[config.mk]
export PLATFORM = sky130hd
export DESIGN_NAME = three_axis_decel_velocity_profile
export DESIGN_NICKNAME = d
export VERILOG_FILES = /design/src/tadvp_pkg.sv /design/src/tadvp_sqrt.sv /design/src/three_axis_decel_velocity_profile.sv
export SDC_FILE = /design/constraint.sdc
export NUM_CORES = 2
export LEC_CHECK = 0
export ABC_AREA = 1
export BUFFER_PORTS_ARGS = -buffer_cell sky130_fd_sc_hd__clkbuf_2
export CAP_MARGIN = 20
export CORE_MARGIN = 4
export CORE_UTILIZATION = 46
export CTS_CLUSTER_SIZE = 24
export DETAILED_ROUTE_END_ITERATION = 7
export GPL_ROUTABILITY_DRIVEN = 0
export PLACE_DENSITY = 0.61
export SLEW_MARGIN = 20
export SYNTH_ARGS = -nofsm -noshare
export SYNTH_HDL_FRONTEND = slang
export SYNTH_SLANG_ARGS = --single-unit
[constraint.sdc]
create_clock -name clk -period 10 [get_ports clk]
set_clock_uncertainty 0.1 [all_clocks]
set_input_delay 0.5 -clock clk [delete_from_list [all_inputs] [get_ports clk]]
set_output_delay 0.5 -clock clk [all_outputs]
set_load 0.005 [all_outputs]
[src/tadvp_pkg.sv]
// Shared types and constants for the three-axis deceleration velocity profile.
// No dependencies; imported by tadvp_sqrt and the top level.
package tadvp_pkg;

  // Sequencer states
  typedef enum logic [3:0] {
    ST_IDLE,
    ST_SQX,
    ST_SQY,
    ST_ARRIVE,
    ST_MULA,
    ST_SQST,
    ST_SQWT,
    ST_STEP,
    ST_CLMP,
    ST_DONE
  } state_t;

  // Result status codes
  typedef logic [1:0] status_t;
  localparam status_t STAT_MOVING  = 2'd0;
  localparam status_t STAT_ARRIVED = 2'd1;
  localparam status_t STAT_ABORTED = 2'd2;

  // Axis codes
  typedef logic [1:0] axis_t;
  localparam axis_t AX_X = 2'd0;
  localparam axis_t AX_Y = 2'd1;
  localparam axis_t AX_T = 2'd2;

  // Configuration register indexes
  localparam int CfgAddrW = 4;
  typedef logic [CfgAddrW-1:0] cfg_addr_t;
  localparam cfg_addr_t REG_X_LIM   = 4'd0;
  localparam cfg_addr_t REG_Y_LIM   = 4'd1;
  localparam cfg_addr_t REG_T_LIM   = 4'd2;
  localparam cfg_addr_t REG_X_ACC   = 4'd3;
  localparam cfg_addr_t REG_Y_ACC   = 4'd4;
  localparam cfg_addr_t REG_T_ACC   = 4'd5;
  localparam cfg_addr_t REG_LIN_TOL = 4'd6;
  localparam cfg_addr_t REG_ANG_TOL = 4'd7;

  // Register reset values
  localparam logic [31:0] LIM_RST     = 32'h0800_F800;
  localparam logic [15:0] ACC_RST     = 16'd4096;
  localparam logic [31:0] LIN_TOL_RST = 32'd655;
  localparam logic [19:0] ANG_TOL_RST = 20'd3277;

  // Square root: 30-bit radicand, 15-bit root, one root bit per cycle
  localparam int SqrtRadW  = 30;
  localparam int SqrtRootW = 15;
  localparam logic [SqrtRootW-1:0] ROOT_SAT = 15'h7FFF;

endpackage

[src/tadvp_sqrt.sv]
// Iterative restoring integer square root, one root bit per cycle.
// Depends on tadvp_pkg for the radicand and root widths.
module tadvp_sqrt import tadvp_pkg::*; (
  input  logic                 clk,
  input  logic                 rst_n,
  input  logic                 start,
  input  logic [SqrtRadW-1:0]  radicand,
  output logic                 done,
  output logic [SqrtRootW-1:0] root
);

  localparam int CntW = $clog2(SqrtRootW);
  localparam logic [CntW-1:0] CNT_LAST = CntW'(SqrtRootW - 1);

  logic [SqrtRadW-1:0]  rad_r;
  logic [SqrtRootW:0]   rem_r;
  logic [SqrtRootW-1:0] root_r;
  logic [CntW-1:0]      cnt_r;
  logic                 busy_r;
  logic                 done_r;

  logic [SqrtRootW+2:0] rem_sh;
  logic [SqrtRootW+2:0] trial;
  logic                 fits;

  // Bring down the next two radicand bits and try the next root bit
  assign rem_sh = {rem_r, rad_r[SqrtRadW-1 -: 2]};
  assign trial  = {1'b0, root_r, 2'b01};
  assign fits   = (rem_sh >= trial);

  always_ff @(posedge clk) begin
    if (!rst_n) begin
      busy_r <= 1'b0;
      done_r <= 1'b0;
      cnt_r  <= '0;
    end else if (start) begin
      busy_r <= 1'b1;
      done_r <= 1'b0;
      cnt_r  <= '0;
    end else if (busy_r) begin
      cnt_r <= cnt_r + 1'b1;
      if (cnt_r == CNT_LAST) begin
        busy_r <= 1'b0;
        done_r <= 1'b1;
      end
    end
  end

  // Datapath: remainder, partial root, radicand shifter
  // Remainder stays below 2*root + 1, so it needs one bit more than the root
  always_ff @(posedge clk) begin
    if (start) begin
      rad_r  <= radicand;
      rem_r  <= '0;
      root_r <= '0;
    end else if (busy_r) begin
      rad_r <= {rad_r[SqrtRadW-3:0], 2'b00};
      if (fits) begin
        rem_r  <= (SqrtRootW+1)'(rem_sh - trial);
        root_r <= {root_r[SqrtRootW-2:0], 1'b1};
      end else begin
        rem_r  <= (SqrtRootW+1)'(rem_sh);
        root_r <= {root_r[SqrtRootW-2:0], 1'b0};
      end
    end
  end

  assign done = done_r;
  assign root = root_r;

endmodule

[src/three_axis_decel_velocity_profile.sv]
// Top level: three-axis square-root deceleration velocity profile.
// Depends on tadvp_pkg and tadvp_sqrt (shared square root unit).
//
// Channel  Dir  Handshake            Payload
// in_      in   in_tvalid/in_tready  tdata: diff_x, diff_y, yaw_offset, dt_ticks; tuser: new_goal
// out_     out  out_tvalid/out_tready tdata: vel_x, vel_y, vel_theta; tuser: status
// cfg_     in   cfg_we               cfg_addr, cfg_wdata
//
// An item is accepted in ST_IDLE, ST_SQX and ST_SQY square the offsets and ST_ARRIVE runs the
// arrival test; a moving item then runs ST_MULA, ST_SQST, ST_SQWT (bit-serial square root),
// ST_STEP and ST_CLMP per axis, and ST_DONE loads the result. The single 32x32 multiplier and the
// square root unit are shared by all three axes; arrival or abort results go from ST_ARRIVE to ST_DONE.
// in_tready is high only while the sequencer is idle. The result sits in an output register, so
// the next word is taken while a finished result waits on out_tready; a second result waits in
// the sequencer. Reset (synchronous, active low) clears the kept velocities and loads the
// register defaults.
module three_axis_decel_velocity_profile import tadvp_pkg::*; (
  input  logic            clk,
  input  logic            rst_n,
  // input stream
  input  logic            in_tvalid,
  output logic            in_tready,
  input  logic [103:0]    in_tdata,   // [31:0] diff_x, [63:32] diff_y, [82:64] yaw_offset,
                                      // [98:83] dt_ticks, [103:99] zero
  input  logic [0:0]      in_tuser,   // [0] new_goal
  // result stream
  output logic            out_tvalid,
  input  logic            out_tready,
  output logic [47:0]     out_tdata,  // [15:0] vel_x, [31:16] vel_y, [47:32] vel_theta
  output logic [1:0]      out_tuser,  // [1:0] status
  // configuration
  input  logic            cfg_we,
  input  cfg_addr_t       cfg_addr,
  input  logic [31:0]     cfg_wdata
);

  // Configuration registers
  logic [31:0] x_lim_r, y_lim_r, t_lim_r;
  logic [15:0] x_acc_r, y_acc_r, t_acc_r;
  logic [31:0] lin_tol_r;
  logic [19:0] ang_tol_r;

  always_ff @(posedge clk) begin
    if (!rst_n) begin
      x_lim_r   <= LIM_RST;
      y_lim_r   <= LIM_RST;
      t_lim_r   <= LIM_RST;
      x_acc_r   <= ACC_RST;
      y_acc_r   <= ACC_RST;
      t_acc_r   <= ACC_RST;
      lin_tol_r <= LIN_TOL_RST;
      ang_tol_r <= ANG_TOL_RST;
    end else if (cfg_we) begin
      unique case (cfg_addr)
        REG_X_LIM:   x_lim_r   <= cfg_wdata;
        REG_Y_LIM:   y_lim_r   <= cfg_wdata;
        REG_T_LIM:   t_lim_r   <= cfg_wdata;
        REG_X_ACC:   x_acc_r   <= cfg_wdata[15:0];
        REG_Y_ACC:   y_acc_r   <= cfg_wdata[15:0];
        REG_T_ACC:   t_acc_r   <= cfg_wdata[15:0];
        REG_LIN_TOL: lin_tol_r <= cfg_wdata;
        REG_ANG_TOL: ang_tol_r <= cfg_wdata[19:0];
        default: ;
      endcase
    end
  end

  // Input word unpacking
  logic signed [31:0] in_dx, in_dy;
  logic signed [18:0] in_dyaw;
  assign in_dx   = in_tdata[31:0];
  assign in_dy   = in_tdata[63:32];
  assign in_dyaw = in_tdata[82:64];

  // Sequencer state and control
  state_t state_r, state_nxt;
  axis_t  axis_r;
  logic   in_acc, mul_en, sq_start, out_load;
  logic   sq_done;
  logic [SqrtRootW-1:0] sq_root;

  // Per-item operands
  logic [31:0] mag_x_r, mag_y_r;
  logic [18:0] mag_t_r;
  logic        neg_x_r, neg_y_r, neg_t_r;
  logic [15:0] dt_r;

  // Shared multiplier
  logic [31:0] mul_a, mul_b;
  logic [63:0] prod_r, dist_r;

  // Per-axis working values
  logic signed [15:0] vel_r [0:2];
  logic               sat_r;
  logic signed [17:0] step_r;
  status_t            res_stat_r;

  // Output register
  logic        out_valid_r;
  logic [47:0] out_data_r;
  status_t     out_stat_r;

  // Axis selection
  logic [15:0]        sel_acc;
  logic [31:0]        sel_lim;
  logic [31:0]        sel_mag;
  logic               sel_neg;
  logic signed [15:0] sel_vel;

  always_comb begin
    unique case (axis_r)
      AX_X: begin
        sel_acc = x_acc_r; sel_lim = x_lim_r; sel_mag = mag_x_r;
        sel_neg = neg_x_r; sel_vel = vel_r[0];
      end
      AX_Y: begin
        sel_acc = y_acc_r; sel_lim = y_lim_r; sel_mag = mag_y_r;
        sel_neg = neg_y_r; sel_vel = vel_r[1];
      end
      default: begin
        sel_acc = t_acc_r; sel_lim = t_lim_r; sel_mag = {13'd0, mag_t_r};
        sel_neg = neg_t_r; sel_vel = vel_r[2];
      end
    endcase
  end

  // Arrival and abort tests
  logic [63:0] dist_sum;
  logic        arrived, acc_zero;
  assign dist_sum = dist_r + prod_r;
  assign arrived  = (dist_sum <= {lin_tol_r, 16'd0}) && ({1'b0, mag_t_r} <= ang_tol_r);
  assign acc_zero = (x_acc_r == '0) || (y_acc_r == '0) || (t_acc_r == '0);

  // Velocity step toward the target, bounded by accel*dt/65536
  logic [SqrtRootW-1:0] root_sel;
  logic signed [17:0]   target, delta, bound, step_c;
  assign root_sel = sat_r ? ROOT_SAT : sq_root;
  assign target   = sel_neg ? -$signed({3'b000, root_sel}) : $signed({3'b000, root_sel});
  assign delta    = target - 18'(sel_vel);
  assign bound    = $signed({2'b00, prod_r[31:16]});

  always_comb begin
    if (target > 18'(sel_vel)) begin
      step_c = (delta < bound) ? delta : bound;
    end else begin
      step_c = (delta > -bound) ? delta : -bound;
    end
  end

  // Clamp to the axis limits, max test first
  logic signed [17:0] new_sum;
  logic signed [15:0] new_vel, vmax, vmin, clamped;
  assign new_sum = 18'(sel_vel) + step_r;
  assign new_vel = new_sum[15:0];
  assign vmax    = sel_lim[31:16];
  assign vmin    = sel_lim[15:0];

  always_comb begin
    priority if (new_vel > vmax) begin
      clamped = vmax;
    end else if (new_vel < vmin) begin
      clamped = vmin;
    end else begin
      clamped = new_vel;
    end
  end

  // Multiplier operand select
  always_comb begin
    mul_a = '0;
    mul_b = '0;
    unique case (state_r)
      ST_SQX: begin
        mul_a = mag_x_r; mul_b = mag_x_r;
      end
      ST_SQY: begin
        mul_a = mag_y_r; mul_b = mag_y_r;
      end
      ST_MULA: begin
        mul_a = {16'd0, sel_acc}; mul_b = sel_mag;
      end
      ST_SQST: begin
        mul_a = {16'd0, sel_acc}; mul_b = {16'd0, dt_r};
      end
      default: ;
    endcase
  end

  // State register
  always_ff @(posedge clk) begin
    if (!rst_n) begin
      state_r <= ST_IDLE;
    end else begin
      state_r <= state_nxt;
    end
  end

  // Next state and strobes
  always_comb begin
    state_nxt = state_r;
    in_tready = 1'b0;
    in_acc    = 1'b0;
    mul_en    = 1'b0;
    sq_start  = 1'b0;
    out_load  = 1'b0;
    unique case (state_r)
      ST_IDLE: begin
        in_tready = 1'b1;
        if (in_tvalid) begin
          in_acc    = 1'b1;
          state_nxt = ST_SQX;
        end
      end
      ST_SQX: begin
        mul_en    = 1'b1;
        state_nxt = ST_SQY;
      end
      ST_SQY: begin
        mul_en    = 1'b1;
        state_nxt = ST_ARRIVE;
      end
      ST_ARRIVE: begin
        if (acc_zero || arrived) begin
          state_nxt = ST_DONE;
        end else begin
          state_nxt = ST_MULA;
        end
      end
      ST_MULA: begin
        mul_en    = 1'b1;
        state_nxt = ST_SQST;
      end
      ST_SQST: begin
        mul_en    = 1'b1;
        sq_start  = 1'b1;
        state_nxt = ST_SQWT;
      end
      ST_SQWT: begin
        if (sq_done) begin
          state_nxt = ST_STEP;
        end
      end
      ST_STEP: begin
        state_nxt = ST_CLMP;
      end
      ST_CLMP: begin
        state_nxt = (axis_r == AX_T) ? ST_DONE : ST_MULA;
      end
      ST_DONE: begin
        if (!out_valid_r || out_tready) begin
          out_load  = 1'b1;
          state_nxt = ST_IDLE;
        end
      end
      default: state_nxt = ST_IDLE;
    endcase
  end

  // Kept velocities and axis counter
  always_ff @(posedge clk) begin
    if (!rst_n) begin
      vel_r[0] <= '0;
      vel_r[1] <= '0;
      vel_r[2] <= '0;
      axis_r   <= AX_X;
    end else begin
      if (in_acc) begin
        axis_r <= AX_X;
        if (in_tuser[0]) begin
          vel_r[0] <= '0;
          vel_r[1] <= '0;
          vel_r[2] <= '0;
        end
      end else if (state_r == ST_ARRIVE && !acc_zero && arrived) begin
        vel_r[0] <= '0;
        vel_r[1] <= '0;
        vel_r[2] <= '0;
      end else if (state_r == ST_CLMP) begin
        unique case (axis_r)
          AX_X:    vel_r[0] <= clamped;
          AX_Y:    vel_r[1] <= clamped;
          default: vel_r[2] <= clamped;
        endcase
        axis_r <= axis_r + 1'b1;
      end
    end
  end

  // Item capture and working registers
  always_ff @(posedge clk) begin
    if (in_acc) begin
      neg_x_r <= in_dx[31];
      neg_y_r <= in_dy[31];
      neg_t_r <= in_dyaw[18];
      mag_x_r <= in_dx[31] ? 32'(-in_dx) : in_dx;
      mag_y_r <= in_dy[31] ? 32'(-in_dy) : in_dy;
      mag_t_r <= in_dyaw[18] ? 19'(-in_dyaw) : in_dyaw;
      dt_r    <= in_tdata[98:83];
    end
    if (mul_en) begin
      prod_r <= mul_a * mul_b;
    end
    if (state_r == ST_SQY) begin
      dist_r <= prod_r;
    end
    // Root saturates once the radicand reaches 2^30
    if (state_r == ST_SQST) begin
      sat_r <= |prod_r[63:SqrtRadW+3];
    end
    if (state_r == ST_STEP) begin
      step_r <= step_c;
    end
    if (state_r == ST_ARRIVE) begin
      priority if (acc_zero) begin
        res_stat_r <= STAT_ABORTED;
      end else if (arrived) begin
        res_stat_r <= STAT_ARRIVED;
      end else begin
        res_stat_r <= STAT_MOVING;
      end
    end
  end

  // Shared square root unit; radicand is floor(2*accel*|offset|/16)
  tadvp_sqrt u_sqrt (
    .clk      (clk),
    .rst_n    (rst_n),
    .start    (sq_start),
    .radicand (prod_r[SqrtRadW+2:3]),
    .done     (sq_done),
    .root     (sq_root)
  );

  // Output register
  always_ff @(posedge clk) begin
    if (!rst_n) begin
      out_valid_r <= 1'b0;
    end else if (out_load) begin
      out_valid_r <= 1'b1;
    end else if (out_tready) begin
      out_valid_r <= 1'b0;
    end
  end

  always_ff @(posedge clk) begin
    if (out_load) begin
      out_stat_r <= res_stat_r;
      if (res_stat_r == STAT_MOVING) begin
        out_data_r <= {vel_r[2], vel_r[1], vel_r[0]};
      end else begin
        out_data_r <= '0;
      end
    end
  end

  assign out_tvalid = out_valid_r;
  assign out_tdata  = out_data_r;
  assign out_tuser  = out_stat_r;

endmodule
After elaboration in Yosys (flattened, before gate mapping)
Memories as Yosys holds them, arrays and structs flattened.
Cells that the tools add are included.
W data, S select, Z words.
{ "op_classes": {"add_sub_neg": 11, "mul": 1, "magnitude_cmp": 8, "n_eq_ne": 22, "muxes": 76, "n_bitwise": 11, "n_reduce_logical": 35} }
{ "ops": {"columns": ["op", "count"], "rows": [
  ["$mux W16", 15],
  ["$pmux W32 S2", 2],
  ["$pmux W32 S4", 1],
  ["$pmux W32 S3", 1],
  ["$add A64 B64 Y64", 1],
  ["$le A64 B48 Y1", 1],
  ["$mul A32 B32 Y64", 1],
  ["$neg A32 Y32", 2],
  ["$pmux W16 S2", 2],
  ["$mux W31", 2],
  ["$mux W30", 2],
  ["$logic_not A16 Y1", 3],
  ["$mux W1", 41],
  ["$pmux W4 S10", 1],
  ["$mux W18", 2],
  ["$eq A4 B3 Y1 const B", 8],
  ["$reduce_or A31 Y1", 1],
  ["$le A19 B20 Y1", 1],
  ["$mux W4", 5],
  ["$reduce_and A2 Y1", 10],
  ["$neg A19 Y19", 1],
  ["$ge A18 B17 Y1", 1],
  ["$gt A18 B16 Y1", 1],
  ["$gt A18 B18 Y1", 1],
  ["30 further kinds", 58]
]} }
{ "word_totals": {"register_bits": 569, "mem_bits_rw": 48, "in_bits": 146, "out_inout_bits": 52, "word_cells": 199, "memories": 1} }
{ "memory_table": {"columns": ["memory", "words", "width", "rd", "rd_ports_with_merged_regs", "write_ports", "line_no", "text"], "rows": [
  ["vel_r", 3, 16, 3, 0, 3, "three_axis_decel_velocity_profile.sv:93", "logic signed [15:0] vel_r [0:2];"]
]} }

Depth between registers and ports, before layout
{ "logic_depth": {"depth_word": 12, "ltp_mapped": 42, "depth_no_buf": 37} }

Cells and area by module
Synthesis repeated with hierarchy kept, for this count alone.
{ "unflattened": {"cells_unflattened": 8799, "area_unflattened_um2": 70104.7} }
{ "modules_own_cells": {"columns": ["module", "n_inst", "cells_each", "area_per_inst_um2", "seq_area_each_um2"], "rows": [
  ["three_axis_decel_velocity_profile", 1, 8277, 66307.3, 14483.9],
  ["tadvp_sqrt", 1, 522, 3797.4, 1641.6]
]} }

Least setup slack after synthesis
No wires, ideal clock.
{ "synth_timing": {"path_kind": "reg-to-reg", "from": "register axis_r[1]", "to": "register prod_r[58] (data pin)", "setup_time_ns": 0.256, "arrival_ns": 7.804, "t_required_ns": 9.644, "setup_slack_ns": 1.840, "stages_incl_launch_ff": 39, "path_buffers": 4, "period_less_slack_ns": 8.160, "path_cell_list": "dfxtp_1 inv_1 ha_1 buf_2 nor2_1 buf_2 buf_1 nand2_1 a31oi_1 nor3_2 clkbuf_1 nor2_1 fa_1 fa_1 fa_1 inv_1 fa_1 inv_1 (+3 left out) inv_1 fa_1 fa_1 ha_1 a21oi_1 inv_1 a31oi_1 o21ai_0 a21oi_1 o21ai_2 nand3_1 nand2_1 a21oi_1 o21ai_1 nand2_1 inv_1 o21bai_1 nand2_1"} }
{ "synth_between": {"elab_chain_len": 4, "elab_cells_between_ends": 7, "classes_between": "1 x mul; 1 x eq/ne; 4 x mux; 1 x reduce/logical"} }
{ "synth_rtl": {"columns": ["element", "line_no", "text"], "rows": [
  ["start, declared", "three_axis_decel_velocity_profile.sv:77", "axis_t axis_r;"],
  ["start signal, assigned", "three_axis_decel_velocity_profile.sv:284", "axis_r <= axis_r + 1'b1;"],
  ["$eq A2 B1 Y1 / $logic_not A2 Y1 (equally long branches)", "three_axis_decel_velocity_profile.sv:111", "unique case (axis_r)"],
  ["$pmux W32 S2 / $pmux W16 S2 (equally long branches)", "three_axis_decel_velocity_profile.sv:111", null],
  ["$pmux W32 S4 / $pmux W32 S3 (equally long branches)", "three_axis_decel_velocity_profile.sv:172", "unique case (state_r)"],
  ["$mul A32 B32 Y64 (*)", "three_axis_decel_velocity_profile.sv:301", "prod_r <= mul_a * mul_b;"],
  ["end signal, assigned", "three_axis_decel_velocity_profile.sv:301", null],
  ["end, declared", "three_axis_decel_velocity_profile.sv:90", "logic [63:0] prod_r, dist_r;"]
]} }
Every way passes the cells marked *; elsewhere a longest branch is shown, timed or not.
A chain may end at the register's enable or synchronous reset.

Worst setup path after layout
{ "layout_timing": {"from": "register axis_r[1]", "to": "register prod_r[60] (data pin)"} }
The elaborated chain is that of the path after synthesis.

==> metrics <==
Max-Cap Viols 0; CP top delay family adder cells; Worst-Margin Slew 1.17 ns; core area 0.150 mm^2; Core Rows 142; Setup TNS Final 0 ns; total clock sinks 617; Post-CTS Setup Bufs 0; DRT iter0 DRCs 4,739; Rel. slew slack 0.214; post-synthesis simple-gate area fraction 0.180; H-Tree Depth 3; fin crit share 0.961; peak supply drop 0.000202 V; worst min-delay path class primary input to flip-flop; Vias 57,967; Synth cell types 61; CTS tree built; CP Data Arrival Time 9.92 ns; Power, Total 0.0174 W; clock transition at the registers of the reported paths 0.07 ns; DRC 0; ANT nets after route 0; Fin. Hold Viols 0; status finished, final reports clean; Syn-to-layout area delta 9.23%; count of final setup violators 0; most used cell, CP fa_1; startpoint types flip-flop; Highest Clock Rate 104 MHz; CTS max path bufs 3; grt ovf 0; R2R Path End prod_r[60]; initial antenna violation count 4; pwr/cell area 230 mW/mm^2; Post-Synth XOR/XNOR Area 0.0307; vias per inst 5.34; CP max-delay cell fa_1; Seq cells post-synth 617; Detailed Place HPWL 173,000 um; Crit path required time 10.31 ns; reg2reg path depth 33; Die Footprint 0.157 mm^2; Critical Path Source axis_r[1]; Worst R2R Start axis_r[1]; Period minus WS final 9.61 ns; adder-cell share of the synthesized area 0.350; fraction of registers with async set/reset 0; Nets 10,334; Routed WL 215,000 um; number of global-route vias before repair 59,100; Compound-Gate Fraction of Synth Area 0.0861; Reg2Reg Setup Slack 0.39 ns; Max FO, Critical Path 30; delay of the slowest critical-path stage 0.57 ns; Buf/Inv on CP 8; All-Layer GR Usage 0.276; Seq/Total Area, Yosys 0.233; DIE HEIGHT 396 um; RSZ-0062 raised after global routing no; Crit Path Class flip-flop to flip-flop; synthesized area 0.0693 mm^2; first-pass GRT wire length 337,000 um; DRT Pass-1 Iters 6; largest net degree at the start of global routing 112; CTS root buf clkbuf_16; TritonCTS buffer count 69; Leakage 37.8 nW; Mapped Nets 10,186; fill count 14,390; worst setup path end prod_r[60]; EDFF count, synth 377; die width 396 um; PortBufs 192; Mapped Avg Cell Area 8.02 um^2; Initial Utilization 0.463; Mapped Cells 8,640; main combinational cell family by area after synthesis adder cells; layout cells sized above 1 0.0665; Top FF cell, synth edfxtp_1; Ports 198; Critical Path Sink Type flip-flop; Clk Latency, worst-skew pair 0.65 ns; Slew Limit Fails 0; Wirelength per Cell 19.8 um; mux contribution to synthesized area 0; cell depth of the worst setup path 33; Ys Warns 0
==> through the flow <==
stage	hold slack (ns)	instances	util	worst slack, ns	area (um^2)
finish	0.0864	10863	0.505	0.395	75700
CTS	0.0541	10858	0.505	0.537	75600
floorplan	0.317	8640	-	1.84	69300
detailed placement	0.339	10713	0.488	0.578	73000
global route	0.0567	10860	0.505	0.0975	75700
global placement	0.334	10713	0.488	0.639	73000
==> worst register-to-register path: cells and delay by family (launching register included) <==
kind	cells	cell delay, ns
compound gates	6	1.44
xor+xnor	1	0.14
fa+ha+maj	10	4.84
buf+inv	8	1.46
flops	1	0.32
simple gates	8	1.10
==> worst min-delay path by stage <==
stage,from,endpoint,slack (ns),depth (start not counted)
global placement,x_lim_r[4],x_lim_r[4],0.33,2
detailed placement,x_lim_r[2],x_lim_r[2],0.34,2
floorplan,res_stat_r[0],out_tuser[0],0.32,0
global route,in_tdata[81],mag_t_r[18],0.06,2
finish,cfg_wdata[22],t_lim_r[22],0.09,3
CTS,cfg_wdata[25],t_lim_r[25],0.05,3
==> area by class of cell <==
cell class | instances | area, um^2 | share of cell area
antenna | 4 | 10.0 | 0.000132
timing repair buffer | 367 | 2400 | 0.0318
clock buffer | 85 | 1810 | 0.0239
multi-input combinational | 5812 | 45000 | 0.595
sequential | 617 | 16100 | 0.213
tap | 2016 | 2520 | 0.0333
inverter | 1921 | 7210 | 0.0953
clock inverter | 41 | 604 | 0.00799
==> placed cells by master, fill, tap and decap left out, types with 8 or more instances in the layout <==
master         netlist  layout
nor2_2              10      20
nand4_1             48      48
clkbuf_2             0     191
inv_2               20      21
nor2_1            1001     989
nand2_1           1729    1728
or2_2               14      14
a31oi_1             75      75
clkbuf_16            0      70
nor3_2              16      16
fa_1               899     899
clkbuf_1           235      14
buf_4                5     151
nand3_1            151     150
o31ai_1              8       8
ha_1               501     500
nor3_4               2       8
clkinv_1            16      26
o22ai_1             75      69
nand2_2             12      13
o221ai_1             8       8
o22ai_2              8      14
edfxtp_1           377     377
bufinv_16            0      10
a21oi_1            420     419
nor4_1              33      32
o211ai_1            27      27
nor3_1              60      54
dfxtp_1            240     240
xor2_1             157     157
nand3b_1            10      10
inv_1             1885    1882
o21ai_1             25      25
xnor2_1             86      86
dlygate4sd3_1        0      19
o21ai_0            339     338
o21bai_1            12      12
o21a_1              13      13
==> synth_stat cells (12+ instances only) <==
master | count | area share
o21ai_0 | 339 | 0.024
xnor2_1 | 86 | 0.011
nand3_1 | 151 | 0.011
o21bai_1 | 12 | 0.0013
nand4_1 | 48 | 0.0043
a21oi_1 | 420 | 0.030
clkinv_1 | 16 | 0.00087
o21ai_1 | 25 | 0.0018
buf_1 | 17 | 0.00092
nor3_2 | 16 | 0.0023
dfxtp_1 | 240 | 0.069
fa_1 | 899 | 0.26
xor2_1 | 157 | 0.020
nor3_1 | 60 | 0.0043
edfxtp_1 | 377 | 0.16
nand2_1 | 1729 | 0.094
nand2_2 | 12 | 0.0011
buf_2 | 33 | 0.0024
nor4_1 | 33 | 0.0030
o22ai_1 | 75 | 0.0068
ha_1 | 501 | 0.090
or2_2 | 14 | 0.0013
clkbuf_1 | 235 | 0.013
inv_1 | 1885 | 0.10
o21a_1 | 13 | 0.0014
inv_2 | 20 | 0.0011
o211ai_1 | 27 | 0.0029
nor2_1 | 1001 | 0.054
a31oi_1 | 75 | 0.0068
==> power breakdown <==
part,internal [W],switching [W],leakage (nW)
clock network,0.00157,0.00112,1.15
logic,0.00388,0.00728,31.2
registers,0.00326,0.000289,5.53
==> state kept, by name, indices dropped and copies added (netlist names), 19 cells and up <==
signal,flops
dist_r,64
prod_r,64
out_tdata,48
vel_r,48
lin_tol_r,32
mag_x_r,32
mag_y_r,32
t_lim_r,32
x_lim_r,32
y_lim_r,32
u_sqrt.rad_r,30
ang_tol_r,20
mag_t_r,19
==> kinds of logic after synthesis <==
group / count (synthesis)
AND/OR/NAND/NOR: 3104
flip-flops: 617
AO/OA/AOI/OAI: 1065
XOR/XNOR: 243
buffers and inverters: 2211
adder cells (fa/ha/maj): 1400
==> layer usage <==
layer	wire length, um	global-route usage
met3	15500	0.0368
met4	11100	0.118
met5	0	0
met1	88700	0.363
met2	100000	0.457
==> repair_timing <==
item / 4_1_cts / 5_1_grt
endpoints found under the setup margin: 0 / 1
hold buffers: 19 / 0
resized for setup: 0 / 1
hold endpoints to repair: 19 / 0
No activity file was read; power rests on OpenSTA's default activity.
